`src/hdl/bpe_pkg.sv`:
```
// Shared types and constants for the breakpoint envelope evaluator.
// Holds the point record, request and status codes, and the controller to
// datapath command and status structs. No dependencies.
`timescale 1ns / 1ps

package bpe_pkg;

  // request codes
  localparam logic [2:0] OP_INSERT = 3'd0;
  localparam logic [2:0] OP_UPDATE = 3'd1;
  localparam logic [2:0] OP_REMOVE = 3'd2;
  localparam logic [2:0] OP_CLEAR  = 3'd3;
  localparam logic [2:0] OP_EVAL   = 3'd4;

  // result status codes
  localparam logic [1:0] ST_OK        = 2'd0;
  localparam logic [1:0] ST_FULL      = 2'd1;
  localparam logic [1:0] ST_BAD_INDEX = 2'd2;

  // curve parameter one, 20-bit fraction
  localparam logic [20:0] T_ONE = 21'h100000;

  // one envelope point
  typedef struct packed {
    logic               ctrl;
    logic signed [15:0] y;
    logic        [15:0] x;
  } point_t;

  // source of the evaluated value
  typedef enum logic [1:0] {
    VAL_ZERO,
    VAL_FIRST,
    VAL_LAST,
    VAL_CALC
  } val_sel_t;

  // controller commands to the datapath
  typedef struct packed {
    logic     item_load;
    logic     rd_en;
    logic     wr_en;
    logic     wr_item;
    logic     win_shift;
    logic     last_load;
    logic     calc_start;
    logic     calc_curve;
    logic     val_load;
    val_sel_t val_sel;
    logic     out_load;
  } dp_cmd_t;

  // datapath status to the controller
  typedef struct packed {
    logic px_lt_rd;
    logic px_le_rd;
    logic seg_hit;
    logic w1_ctrl;
    logic w2_ctrl;
    logic pos_lt_first;
    logic pos_eq_first;
    logic pos_gt_last;
    logic pos_eq_last;
    logic calc_done;
  } dp_stat_t;

endpackage

```
`src/hdl/bpe_ctrl.sv`:
```
// Controller: request sequencing for table edits and evaluation, point
// count, status and output handshake. Depends on bpe_pkg.
`timescale 1ns / 1ps

module bpe_ctrl #(
  parameter int MAX_POINTS = 16,
  parameter int AW         = $clog2(MAX_POINTS)
) (
  input  logic              clk,
  input  logic              rst,
  input  logic              s_tvalid,
  output logic              s_tready,
  input  logic        [2:0] operation,
  input  logic        [3:0] point_index,
  output logic              m_tvalid,
  input  logic              m_tready,
  output logic        [1:0] status,
  output logic        [4:0] point_total,
  output bpe_pkg::dp_cmd_t  cmd,
  output logic     [AW-1:0] raddr,
  output logic     [AW-1:0] waddr,
  input  bpe_pkg::dp_stat_t stat
);

  localparam int CW  = $clog2(MAX_POINTS + 1);
  localparam int IXW = (CW > 4) ? CW : 4;

  typedef enum logic [4:0] {
    S_IDLE,
    S_DISPATCH,
    S_INS_LAST,
    S_INS_SCAN,
    S_SH,
    S_SH_WR,
    S_PUT,
    S_RM_STEP,
    S_RM_WR,
    S_EV_LAST,
    S_EV_FIRST,
    S_EV_CHK,
    S_EV_SCAN,
    S_EV_TEST,
    S_EV_NEXT,
    S_EV_CURVE,
    S_EV_CALC,
    S_DONE
  } state_t;

  state_t state, state_next;
  logic [2:0] op;
  logic [3:0] idx;
  logic [CW-1:0] n, n_next, k, k_next, at, at_next;
  logic [1:0] st, st_next;
  logic [CW-1:0] nm1, kp1, km1;
  logic [IXW-1:0] idx_w, n_w;
  logic bad_idx, out_free;

  assign nm1      = n - CW'(1);
  assign kp1      = k + CW'(1);
  assign km1      = k - CW'(1);
  assign idx_w    = IXW'(idx);
  assign n_w      = IXW'(n);
  assign bad_idx  = idx_w >= n_w;
  assign out_free = !m_tvalid || m_tready;
  assign s_tready = state == S_IDLE;

  // next state and datapath commands
  always_comb begin
    state_next = state;
    n_next     = n;
    k_next     = k;
    at_next    = at;
    st_next    = st;
    cmd        = '0;
    raddr      = '0;
    waddr      = '0;
    case (state)
      S_IDLE: begin
        if (s_tvalid) begin
          cmd.item_load = 1'b1;
          cmd.val_load  = 1'b1;
          cmd.val_sel   = bpe_pkg::VAL_ZERO;
          st_next       = bpe_pkg::ST_OK;
          state_next    = S_DISPATCH;
        end
      end
      S_DISPATCH: begin
        case (op)
          bpe_pkg::OP_INSERT: begin
            if (n >= CW'(MAX_POINTS)) begin
              st_next    = bpe_pkg::ST_FULL;
              state_next = S_DONE;
            end else if (n == '0) begin
              at_next    = '0;
              state_next = S_PUT;
            end else begin
              cmd.rd_en  = 1'b1;
              raddr      = nm1[AW-1:0];
              state_next = S_INS_LAST;
            end
          end
          bpe_pkg::OP_UPDATE: begin
            if (bad_idx) begin
              st_next = bpe_pkg::ST_BAD_INDEX;
            end else begin
              cmd.wr_en   = 1'b1;
              cmd.wr_item = 1'b1;
              waddr       = idx_w[AW-1:0];
            end
            state_next = S_DONE;
          end
          bpe_pkg::OP_REMOVE: begin
            if (bad_idx) begin
              st_next    = bpe_pkg::ST_BAD_INDEX;
              state_next = S_DONE;
            end else begin
              k_next     = idx_w[CW-1:0];
              state_next = S_RM_STEP;
            end
          end
          bpe_pkg::OP_CLEAR: begin
            n_next     = '0;
            state_next = S_DONE;
          end
          bpe_pkg::OP_EVAL: begin
            if (n < CW'(2)) begin
              state_next = S_DONE;
            end else begin
              cmd.rd_en  = 1'b1;
              raddr      = nm1[AW-1:0];
              state_next = S_EV_LAST;
            end
          end
          default: state_next = S_DONE;
        endcase
      end
      // insert: append past the last x, else find the slot
      S_INS_LAST: begin
        if (!stat.px_lt_rd) begin
          at_next    = n;
          state_next = S_PUT;
        end else begin
          k_next     = '0;
          cmd.rd_en  = 1'b1;
          raddr      = '0;
          state_next = S_INS_SCAN;
        end
      end
      S_INS_SCAN: begin
        if ((k == '0) ? stat.px_le_rd : stat.px_lt_rd) begin
          at_next    = k;
          k_next     = n;
          state_next = S_SH;
        end else begin
          k_next     = kp1;
          cmd.rd_en  = 1'b1;
          raddr      = kp1[AW-1:0];
        end
      end
      // move entries up to open the slot
      S_SH: begin
        if (k > at) begin
          cmd.rd_en  = 1'b1;
          raddr      = km1[AW-1:0];
          state_next = S_SH_WR;
        end else begin
          state_next = S_PUT;
        end
      end
      S_SH_WR: begin
        cmd.wr_en  = 1'b1;
        waddr      = k[AW-1:0];
        k_next     = km1;
        state_next = S_SH;
      end
      S_PUT: begin
        cmd.wr_en   = 1'b1;
        cmd.wr_item = 1'b1;
        waddr       = at[AW-1:0];
        n_next      = n + CW'(1);
        state_next  = S_DONE;
      end
      // remove: move entries down over the gap
      S_RM_STEP: begin
        if (kp1 < n) begin
          cmd.rd_en  = 1'b1;
          raddr      = kp1[AW-1:0];
          state_next = S_RM_WR;
        end else begin
          n_next     = nm1;
          state_next = S_DONE;
        end
      end
      S_RM_WR: begin
        cmd.wr_en  = 1'b1;
        waddr      = k[AW-1:0];
        k_next     = kp1;
        state_next = S_RM_STEP;
      end
      // evaluate: range checks on the end points
      S_EV_LAST: begin
        cmd.last_load = 1'b1;
        cmd.rd_en     = 1'b1;
        raddr         = '0;
        state_next    = S_EV_FIRST;
      end
      S_EV_FIRST: begin
        cmd.win_shift = 1'b1;
        state_next    = S_EV_CHK;
      end
      S_EV_CHK: begin
        if (stat.pos_lt_first || stat.pos_gt_last) begin
          state_next = S_DONE;
        end else if (stat.pos_eq_first) begin
          cmd.val_load = 1'b1;
          cmd.val_sel  = bpe_pkg::VAL_FIRST;
          state_next   = S_DONE;
        end else if (stat.pos_eq_last) begin
          cmd.val_load = 1'b1;
          cmd.val_sel  = bpe_pkg::VAL_LAST;
          state_next   = S_DONE;
        end else begin
          k_next     = CW'(1);
          cmd.rd_en  = 1'b1;
          raddr      = AW'(1);
          state_next = S_EV_SCAN;
        end
      end
      // segment search in stored order
      S_EV_SCAN: begin
        cmd.win_shift = 1'b1;
        state_next    = S_EV_TEST;
      end
      S_EV_TEST: begin
        if (stat.seg_hit) begin
          if (stat.w1_ctrl && (k >= CW'(2))) begin
            cmd.calc_start = 1'b1;
            cmd.calc_curve = 1'b1;
            state_next     = S_EV_CALC;
          end else if (stat.w2_ctrl && (kp1 < n)) begin
            cmd.rd_en  = 1'b1;
            raddr      = kp1[AW-1:0];
            state_next = S_EV_NEXT;
          end else begin
            cmd.calc_start = 1'b1;
            state_next     = S_EV_CALC;
          end
        end else if (kp1 < n) begin
          k_next     = kp1;
          cmd.rd_en  = 1'b1;
          raddr      = kp1[AW-1:0];
          state_next = S_EV_SCAN;
        end else begin
          state_next = S_DONE;
        end
      end
      // bring the point after the segment into the window, then start
      S_EV_NEXT: begin
        cmd.win_shift = 1'b1;
        state_next    = S_EV_CURVE;
      end
      S_EV_CURVE: begin
        cmd.calc_start = 1'b1;
        cmd.calc_curve = 1'b1;
        state_next     = S_EV_CALC;
      end
      S_EV_CALC: begin
        if (stat.calc_done) begin
          cmd.val_load = 1'b1;
          cmd.val_sel  = bpe_pkg::VAL_CALC;
          state_next   = S_DONE;
        end
      end
      S_DONE: begin
        if (out_free) begin
          cmd.out_load = 1'b1;
          state_next   = S_IDLE;
        end
      end
      default: state_next = S_IDLE;
    endcase
  end

  // state, counters and output register
  always_ff @(posedge clk) begin
    if (rst) begin
      state       <= S_IDLE;
      n           <= '0;
      k           <= '0;
      at          <= '0;
      st          <= bpe_pkg::ST_OK;
      m_tvalid    <= 1'b0;
      status      <= bpe_pkg::ST_OK;
      point_total <= '0;
    end else begin
      state <= state_next;
      n     <= n_next;
      k     <= k_next;
      at    <= at_next;
      st    <= st_next;
      if (state == S_IDLE && s_tvalid) begin
        op  <= operation;
        idx <= point_index;
      end
      if (state == S_DONE && out_free) begin
        m_tvalid    <= 1'b1;
        status      <= st_next;
        point_total <= 5'(n_next);
      end else if (m_tready) begin
        m_tvalid <= 1'b0;
      end
    end
  end

  // checks
  a_count_range: assert property (@(posedge clk) disable iff (rst)
    n <= CW'(MAX_POINTS))
    else $error("point count above table size");

  a_put_grows: assert property (@(posedge clk) disable iff (rst)
    state == S_PUT |=> n == $past(n) + CW'(1))
    else $error("insert did not grow the table");

  a_shift_bound: assert property (@(posedge clk) disable iff (rst)
    state == S_SH_WR |-> k > at)
    else $error("shift write below insert slot");

  a_result_hold: assert property (@(posedge clk) disable iff (rst)
    (m_tvalid && !m_tready) |=> state != S_IDLE || $stable(status))
    else $error("held result status changed");

endmodule

```
`config.mk`:
```
export PLATFORM = sky130hd
export DESIGN_NAME = bpe_ctrl
export DESIGN_NICKNAME = d
export VERILOG_FILES = /design/src/hdl/bpe_pkg.sv /design/src/hdl/bpe_ctrl.sv
export SDC_FILE = /design/constraint.sdc
export NUM_CORES = 1
export LEC_CHECK = 0
export BUFFER_PORTS_ARGS = -buffer_cell sky130_fd_sc_hd__buf_2
export CORE_MARGIN = 4
export CORE_UTILIZATION = 62
export DETAILED_ROUTE_END_ITERATION = 10
export PLACE_DENSITY = 0.86
export SYNTH_ARGS = -nofsm -noshare
export SYNTH_HDL_FRONTEND = slang
export SYNTH_SLANG_ARGS = --single-unit
```
`constraint.sdc`:
```
create_clock -name clk -period 5.65 [get_ports clk]
set_clock_uncertainty 0.2 [all_clocks]
set_input_delay 1.695 -clock clk [delete_from_list [all_inputs] [get_ports clk]]
set_output_delay 1.695 -clock clk [all_outputs]
set_load 0.01 [all_outputs]
```
==> results of run 1 <==
synth_stat cells, types with 3 or more instances:
| cell type | number |
|---|---|
| a21o_1 | 3 |
| xnor2_1 | 7 |
| nor3b_1 | 3 |
| and4_1 | 3 |
| nor2b_1 | 14 |
| nand2b_1 | 8 |
| a22oi_1 | 5 |
| dfxtp_1 | 30 |
| and2_1 | 4 |
| o31ai_1 | 5 |
| nor3_1 | 9 |
| a211oi_1 | 15 |
| and3_1 | 6 |
| xor2_1 | 4 |
| nand3b_1 | 3 |
| nand4_1 | 4 |
| buf_2 | 15 |
| o41ai_1 | 3 |
| clkbuf_1 | 12 |
| ha_1 | 18 |
| inv_1 | 30 |
| o211ai_1 | 3 |
| a222oi_1 | 4 |
| or3_1 | 4 |
| nand2_1 | 15 |
| o21ai_0 | 28 |
| nor2_1 | 40 |
| nand3_1 | 15 |
| a21oi_1 | 21 |
| edfxtp_1 | 7 |
| nor3_2 | 3 |
| a31oi_1 | 13 |
power groups by stage:
stage                     Sequential, µW  Clock [µW]  Combinational [µW]
after floorplan                      378           0                 703
after global placement               397           0                 932
after detailed placement             400           0                 950
after CTS                            394         189                 957
after global routing                 403         197                1070
final                                395         190                 979
logic make-up after synthesis:
group	share of synthesized area
and+or+nand+nor	0.2592
adders and majority gates	0.06881
DFF	0.2477
xor gates and xnor gates	0.02943
muxes	0.01070
AOI/OAI and AO/OA	0.3043
buffers and inverters	0.07989
area by class of cell:
| type | count | area share |
|---|---|---|
| multi-input cells | 320 | 0.6066 |
| flip-flops and latches | 37 | 0.2234 |
| repair buffers | 61 | 0.09241 |
| inverters | 30 | 0.03103 |
| well taps | 70 | 0.02414 |
| clock buffers | 6 | 0.02000 |
| clock inverters | 1 | 0.002414 |
flip-flops by register name (all words and copies together), names as in the netlist:
signal       flops
state            5
n                5
op               3
k                5
at               5
m_tvalid         1
status           2
idx              4
point_total      5
st               2
metrics by stage:
step	power [µW]	area (µm²)	cells	hold WS, ns	utilization
finish	1564	3628	525	0.2989	0.7104
global route	1668	3628	525	0.3214	0.7104
CTS	1540	3628	525	0.2988	0.7104
detailed placement	1349	3547	518	0.2770	0.6945
global placement	1329	3547	518	0.2608	0.6945
floorplan	1082	3273	417	0.2781	-
worst paths after layout:
check / slack, ns / endpoint / cells after the start / start
worst max-delay path: 0.32 / raddr[0] / 11 / k[0]
worst min-delay path: 0.30 / point_total[4] / 2 / point_total[4]
worst max register to register: 2.19 / point_total[2] / 10 / k[0]
worst min register to register: 0.30 / point_total[4] / 2 / point_total[4]
cells in the final DEF (no fill, tap or decap), drive strengths merged, types with 4 or more instances in the layout:
cell,count
or3,4
clkbuf,6
nor2b,14
a31oi,13
nor4,4
xnor2,7
nand3,15
nor3,12
o31ai,6
ha,18
o21ai,29
nand4,4
a22oi,5
a21oi,21
a211oi,16
buf,61
and2,5
nand2b,8
edfxtp,7
and3,6
nand2,15
inv,30
dfxtp,30
xor2,4
a222oi,4
nor2,42
critical path, stage by stage, from the launching register on:
cell and delay (ns):
dfxtp_1 0.59, ha_1 0.38, nand3_1 0.13, xnor2_1 0.33
ha_1 0.32, a21oi_1 0.15, buf_4 0.16, nand2_1 0.14
o211ai_1 0.48, nor2_1 0.13, o21ai_0 0.18, buf_2 0.16
layer usage:
layer  up-vias  wire (µm)  track usage  share of wire
met3        45       1081      0.05942           0.11
met2       239       4766       0.5364           0.47
met5         -          0            0              0
li1       1656          -            -              -
met1      1643       4069       0.4253           0.40
met4         0        294       0.1182          0.029
==> results.toml, run 1 <==
[yosys]
ys_ff_latch = 37
synthFlopType = "dfxtp_1"
synthTopCellsByArea = "dfxtp_1 18%, ha_1 6.9%, edfxtp_1 6.4%"
yosysSeqAreaShare = 0.2477
synth_cell_types = 80
synthArstFlopShare = 0
synth_largest_area_cell = "dfxtp_1"
yosys_warnings = 0
synth_top_area_frac = 0.1835
synth_nets = 456
synth_area_per_cell_um2 = 7.849
syn_inst = 417
syn-cell-area_um2 = 3273
synth_edf_count = 7

[global_routing]
grtUsageTotal = 0.3264
grt_pass1_vias = 3317
grt_antenna_before_repair = 0
gr-total-overflow = 0
grt_pass1_wl_mm = 16.53
grt_start_max_net_pins = 34

[floorplanning]
core-area_um2 = 5107
die_area_um2 = 6506
die_w_um = 80.66
dieHeight_um = 80.66
io_pins = 50
start_util = 0.6409
num_rows = 26

[critical_path]
endpoint_kind = "primary output"
worstSetupPathType = "flip-flop to primary output"
crit_path_start_kind = "flip-flop"
critPathMaxFanout = 10
required_ns = 3.75
cp.arrival_ns = 3.44

[clock_tree]
cts-resized-gates = 0
htreeDepth = 2
cts_buffer_depth = 2
cts_sinks = 37
cts_root_buf = "clkbuf_8"
cts_setup_buffers = 0
hold_buffers = 0
clk_latency_ns = 0.30
cts_tree = "yes"
clk_pin_slew_ns = 0.08
cts_buffers = 5

[finish]
n_antenna_cell = 0
drive_gt1_frac = 0.1890
fin_nets = 494
ff_latch_area_um2 = 810.8
multiInputGateArea_um2 = 2201
n_fill_cell = 432
area_delta_synth_final_pct = 10.86

[power]
irDropWorstVdd_v = 0.0003469
power_density_nw_per_um2 = 430.9
seq_power_share = 0.253
switchingPower_uw = 761.5
leakage_uw = 0.001458
power_frac_comb = 0.626
sw_frac_of_total = 0.4871
p_int_uw = 802.0
power_frac_clock = 0.121

[status]
status = "finished, final reports clean"

[drt]
dr.pass1.iters = 6
post_drt_wl_per_cell_um = 19.45
viasPerCell = 6.825
vias = 3583
drt_first_iter_violations = 374
drc = 0
drt-total-wl_mm = 10.21
antenna_left = 0

[sta]
period_needed_ns = 5.334
post-route-period-util = 0.9440
hold_viol = 0
finalMaxSlewViolations = 0
setup-violations-final = 0
fmax_ghz = 0.1875
fin_ws_ns = 0.3165
rsz0062_at_grt = "no"
tightest_slew_ns = 1.183
fin_tns_setup_ns = 0
maxSlewHeadroom = 0.1990

[placement]
numPortBuffers = 49
place_congestion = 0.9936
dp_hpwl_mm = 7.422
dp_worst_setup_slack_ns = 0.3855

[flow_run]
max_cap_viol_count = 0

[worst_hold_path]
hold_path_class = "flip-flop to flip-flop"
(Power assumes the default switching activity.)
==> run 2: changes to the inputs <==
Settings changed: ABC_AREA from default to 1.
==> results.toml, run 2 <==
[global_routing]
gr-total-overflow = 0
grt_pass1_vias = 3413
grt_most_used_layer = "met2"
grtUsageTotal = 0.3202
grt_antenna_before_repair = 0
met3_usage = 0.05329
grt.met1_usage = 0.4124
gr-usage-met2 = 0.5446
grt_start_max_net_pins = 17
grt_pass1_wl_mm = 15.73

[clock_tree]
clk_latency_ns = 0.29
clk_pin_slew_ns = 0.09
cts_tree = "yes"
cts_setup_buffers = 0
hold_buffers = 0
cts-resized-gates = 0
cts_buffer_depth = 2
cts_buffers = 5
cts_sinks = 37
htreeDepth = 2
cts_root_buf = "clkbuf_8"

[critical_path]
worstSetupPathType = "flip-flop to primary output"
required_ns = 3.75
critPathMaxFanout = 6
endpoint_kind = "primary output"
crit_path_start_kind = "flip-flop"
cp.arrival_ns = 2.87

[power]
irDropWorstVdd_v = 0.0002909
switchingPower_uw = 783.0
power_frac_comb = 0.597
power_density_nw_per_um2 = 427.9
seq_power_share = 0.259
sw_frac_of_total = 0.5153
p_int_uw = 736.5
leakage_uw = 0.001912
power_frac_clock = 0.143

[sta]
fin_tns_setup_ns = 0
finalMaxSlewViolations = 0
setup-violations-final = 0
rsz0062_at_grt = "no"
post-route-period-util = 0.8428
fmax_ghz = 0.2100
maxSlewHeadroom = 0.6066
period_needed_ns = 4.762
hold_viol = 0
tightest_slew_ns = 0.5880

[finish]
area_delta_synth_final_pct = 13.34
fin_util = 0.7371
layout_common_cells = "144 x nand2_1, 72 x nor2_1, 67 x inv_1"
n_fill_cell = 423
ff_latch_area_um2 = 810.8
multiInputGateArea_um2 = 1997
layout_commonest_cell = "nand2_1"
drive_gt1_frac = 0.1640
n_antenna_cell = 0
fin_nets = 605

[yosys]
syn-cell-area_um2 = 3133
synthArstFlopShare = 0
synth_nets = 554
synthTopCellsByArea = "dfxtp_1 19%, nand2_1 17%, nand3_1 8.6%"
yosys-top-cells-count = "144 x nand2_1, 72 x nor2_1, 67 x inv_1"
yosysSeqAreaShare = 0.2588
synth_largest_area_cell = "dfxtp_1"
syn_inst = 515
ys_ff_latch = 37
yosys_warnings = 0
synthFlopType = "dfxtp_1"
synth_top_area_frac = 0.1917
yosysMostFrequentCell = "nand2_1"
synth_edf_count = 7
synth_area_per_cell_um2 = 6.084
synth_cell_types = 35

[drt]
antenna_left = 0
drt_first_iter_violations = 475
drt-total-wl_mm = 9.902
vias = 3652
dr.pass1.iters = 5
post_drt_wl_per_cell_um = 15.62
viasPerCell = 5.760
drc = 0

[flow_run]
max_cap_viol_count = 0

[placement]
place_congestion = 1.033
dp_hpwl_mm = 8.005
numPortBuffers = 49

[worst_hold_path]
hold_path_class = "flip-flop to flip-flop"

[floorplanning]
core-area_um2 = 4817
io_pins = 50
start_util = 0.6504
num_rows = 25
die_area_um2 = 6254
die_w_um = 79.09
dieHeight_um = 79.09

[status]
status = "finished, final reports clean"
run 2: final timing paths:
check,start,to,slack [ns],cells after the start
setup / recovery,k[1],raddr[1],0.89,12
hold / removal,at[4],at[4],0.29,2
setup reg to reg,k[1],k[2],2.74,13
hold reg to reg,at[4],at[4],0.29,2
run 2: power groups by stage:
| stage | combinational (µW) | clock, µW | sequential (µW) |
|---|---|---|---|
| floorplan | 666 | 0 | 377 |
| detailed placement | 884 | 0 | 397 |
| global route | 1010 | 233 | 401 |
| finish | 907 | 218 | 394 |
| CTS | 888 | 219 | 391 |
| global placement | 855 | 0 | 390 |
run 2: per-layer routing:
layer  share of wire  vias up
li1                -     1763
met2            0.47      233
met4           0.020        0
met1            0.41     1637
met3           0.097       19
met5               0        -
run 2: cells by family (layout without fill, tap and decap cells):
family / after synthesis / after routing / synth area share
buf+inv: 86 / 138 / 0.1038
fa+ha+maj: 18 / 18 / 0.07189
simple gates: 305 / 305 / 0.4285
compound gates: 62 / 62 / 0.1174
xor+xnor: 7 / 7 / 0.01957
flops: 37 / 37 / 0.2588
run 2: stage by stage:
| stage | hold WS [ns] | setup slack, ns | total power (µW) | instances | instance area (µm²) |
|---|---|---|---|---|---|
| floorplan | 0.2550 | 1.385 | 1043 | 515 | 3133 |
| global placement | 0.2639 | 1.028 | 1246 | 626 | 3441 |
| detailed placement | 0.2828 | 1.018 | 1280 | 626 | 3441 |
| CTS | 0.2945 | 0.9253 | 1499 | 634 | 3551 |
| global route | 0.3312 | 0.6554 | 1641 | 634 | 3551 |
| finish | 0.2947 | 0.8884 | 1519 | 634 | 3551 |
run 2: critical path, cell delays in order, from the launching register on:
cell	delay (ns)
dfxtp_1	0.47
ha_1	0.24
nand3_1	0.10
xor2_1	0.22
ha_1	0.29
a21oi_1	0.20
nand2_1	0.08
nor2_1	0.21
nand2_1	0.19
nand3_1	0.21
nand2_1	0.07
o211ai_1	0.11
buf_2	0.18
run 2: final cells by class:
class	instances	share of cell area
multi-input cells	392	0.5624
well taps	67	0.02361
clock inverters	2	0.004581
inverters	81	0.08562
flip-flops and latches	37	0.2283
clock buffers	6	0.02643
repair buffers	49	0.06906
==> run 3: changes to the inputs <==
Settings changed: CORE_UTILIZATION 62 to 58, PLACE_DENSITY 0.86 to 0.81.
Clock period 5.65 ns to 4.9 ns, I/O delays scaled along.
==> results.toml, run 3 (synthesis results as in run 2) <==
[worst_hold_path]
hold_path_class = "flip-flop to flip-flop"
min_to = "at[3]"
hold_depth = 2
holdCritStartpoint = "at[3]"

[critical_path]
reg2reg_to = "k[0]"
r2r-start = "k[1]"
ff2ff_path_depth = 13
crit_path_start_kind = "flip-flop"
critPathMaxFanout = 6
endpoint_kind = "primary output"
reg2reg_slack_ns = 2.02
worstSetupPathType = "flip-flop to primary output"
cp.arrival_ns = 2.75
required_ns = 3.23

[finish]
layout_commonest_cell = "nand2_1"
fin_nets = 606
fin_util = 0.6892
area_delta_synth_final_pct = 13.78
n_antenna_cell = 0
drive_gt1_frac = 0.1655
n_fill_cell = 466
layout_common_cells = "144 x nand2_1, 72 x nor2_1, 67 x inv_1"

[drt]
dr.pass1.iters = 7
vias = 3687
post_drt_wl_per_cell_um = 16.01
drt_first_iter_violations = 364
drc = 0
drt-total-wl_mm = 10.22
viasPerCell = 5.779
antenna_left = 0

[global_routing]
grt_pass1_vias = 3345
grt_start_max_net_pins = 17
grtUsageTotal = 0.3206
gr-total-overflow = 0
grt_antenna_before_repair = 0
grt_pass1_wl_mm = 16.15

[floorplanning]
io_pins = 50
die_w_um = 81.50
die_area_um2 = 6641
dieHeight_um = 81.50
start_util = 0.6057
core-area_um2 = 5172
num_rows = 26

[clock_tree]
hold_buffers = 0
htreeDepth = 2
clk_pin_slew_ns = 0.08
cts_buffers = 5
clk_latency_ns = 0.31
cts-resized-gates = 0
cts_buffer_depth = 2
cts_setup_buffers = 0
cts_root_buf = "clkbuf_8"
cts_sinks = 37
cts_tree = "yes"

[sta]
setup-violations-final = 0
rsz0062_at_grt = "no"
hold_viol = 0
period_needed_ns = 4.420
fmax_ghz = 0.2263
finalMaxSlewViolations = 0
tightest_slew_ns = 0.6586
maxSlewHeadroom = 0.5604
post-route-period-util = 0.9020
fin_tns_setup_ns = 0

[status]
status = "finished, final reports clean"

[placement]
place_congestion = 1.031
numPortBuffers = 49
dp_hpwl_mm = 8.167

[power]
leakage_uw = 0.001923
power_density_nw_per_um2 = 501.2
irDropWorstVdd_v = 0.0003285

[flow_run]
max_cap_viol_count = 0
## run 3: area by class of cell
type                    count  area [µm²]  area share
clock buffers               5       68.82     0.01931
clock inverters             3       43.79     0.01229
inverters                  81       304.0     0.08529
multi-input cells         392        1997      0.5602
flip-flops and latches     37       810.8      0.2274
well taps                  70       87.58     0.02457
repair buffers             50       252.7     0.07090
## run 3: where the power goes
| part | switching [µW] | total (µW) | internal, µW | leakage (µW) |
|---|---|---|---|---|
| Clock | 127 | 280 | 153 | 0.0000585 |
| Sequential | 59.5 | 440 | 381 | 0.000309 |
| Combinational | 724 | 1070 | 342 | 0.00156 |
## run 3: worst max path at each step
stage                  from  endpoint
floorplan           stat[8]  raddr[1]
global placement    stat[8]  raddr[1]
detailed placement  stat[8]  raddr[1]
CTS                    k[1]  raddr[1]
global route           k[1]  raddr[1]
finish                 k[1]  raddr[1]
## run 3: layer usage
layer	GRT usage	share of wire	vias to the layer above
met2	0.4935	0.45	217
met4	0.1453	0.030	0
met5	0	0	-
li1	-	-	1769
met1	0.4339	0.41	1664
met3	0.06140	0.11	37
## run 3: stage by stage
stage | std cells | total power, µW | worst slack [ns] | cell area (µm²) | hold WS, ns
after floorplan | 515 | 1203 | 1.085 | 3133 | 0.2550
after global placement | 630 | 1461 | 0.7298 | 3452 | 0.2645
after detailed placement | 630 | 1487 | 0.7267 | 3452 | 0.2799
after CTS | 638 | 1766 | 0.5061 | 3565 | 0.2937
after global routing | 638 | 1928 | 0.1936 | 3565 | 0.3207
final | 638 | 1786 | 0.4802 | 3565 | 0.2897
## run 3: critical path, cell delays in order (launching register included)
cell	delay, ns
dfxtp_1	0.44
ha_1	0.22
nand3_1	0.10
xor2_1	0.17
ha_1	0.33
a21oi_1	0.21
nand2_1	0.07
nor2_1	0.17
nand2_1	0.16
nand3_1	0.21
nand2_1	0.07
o211ai_1	0.12
buf_2	0.18
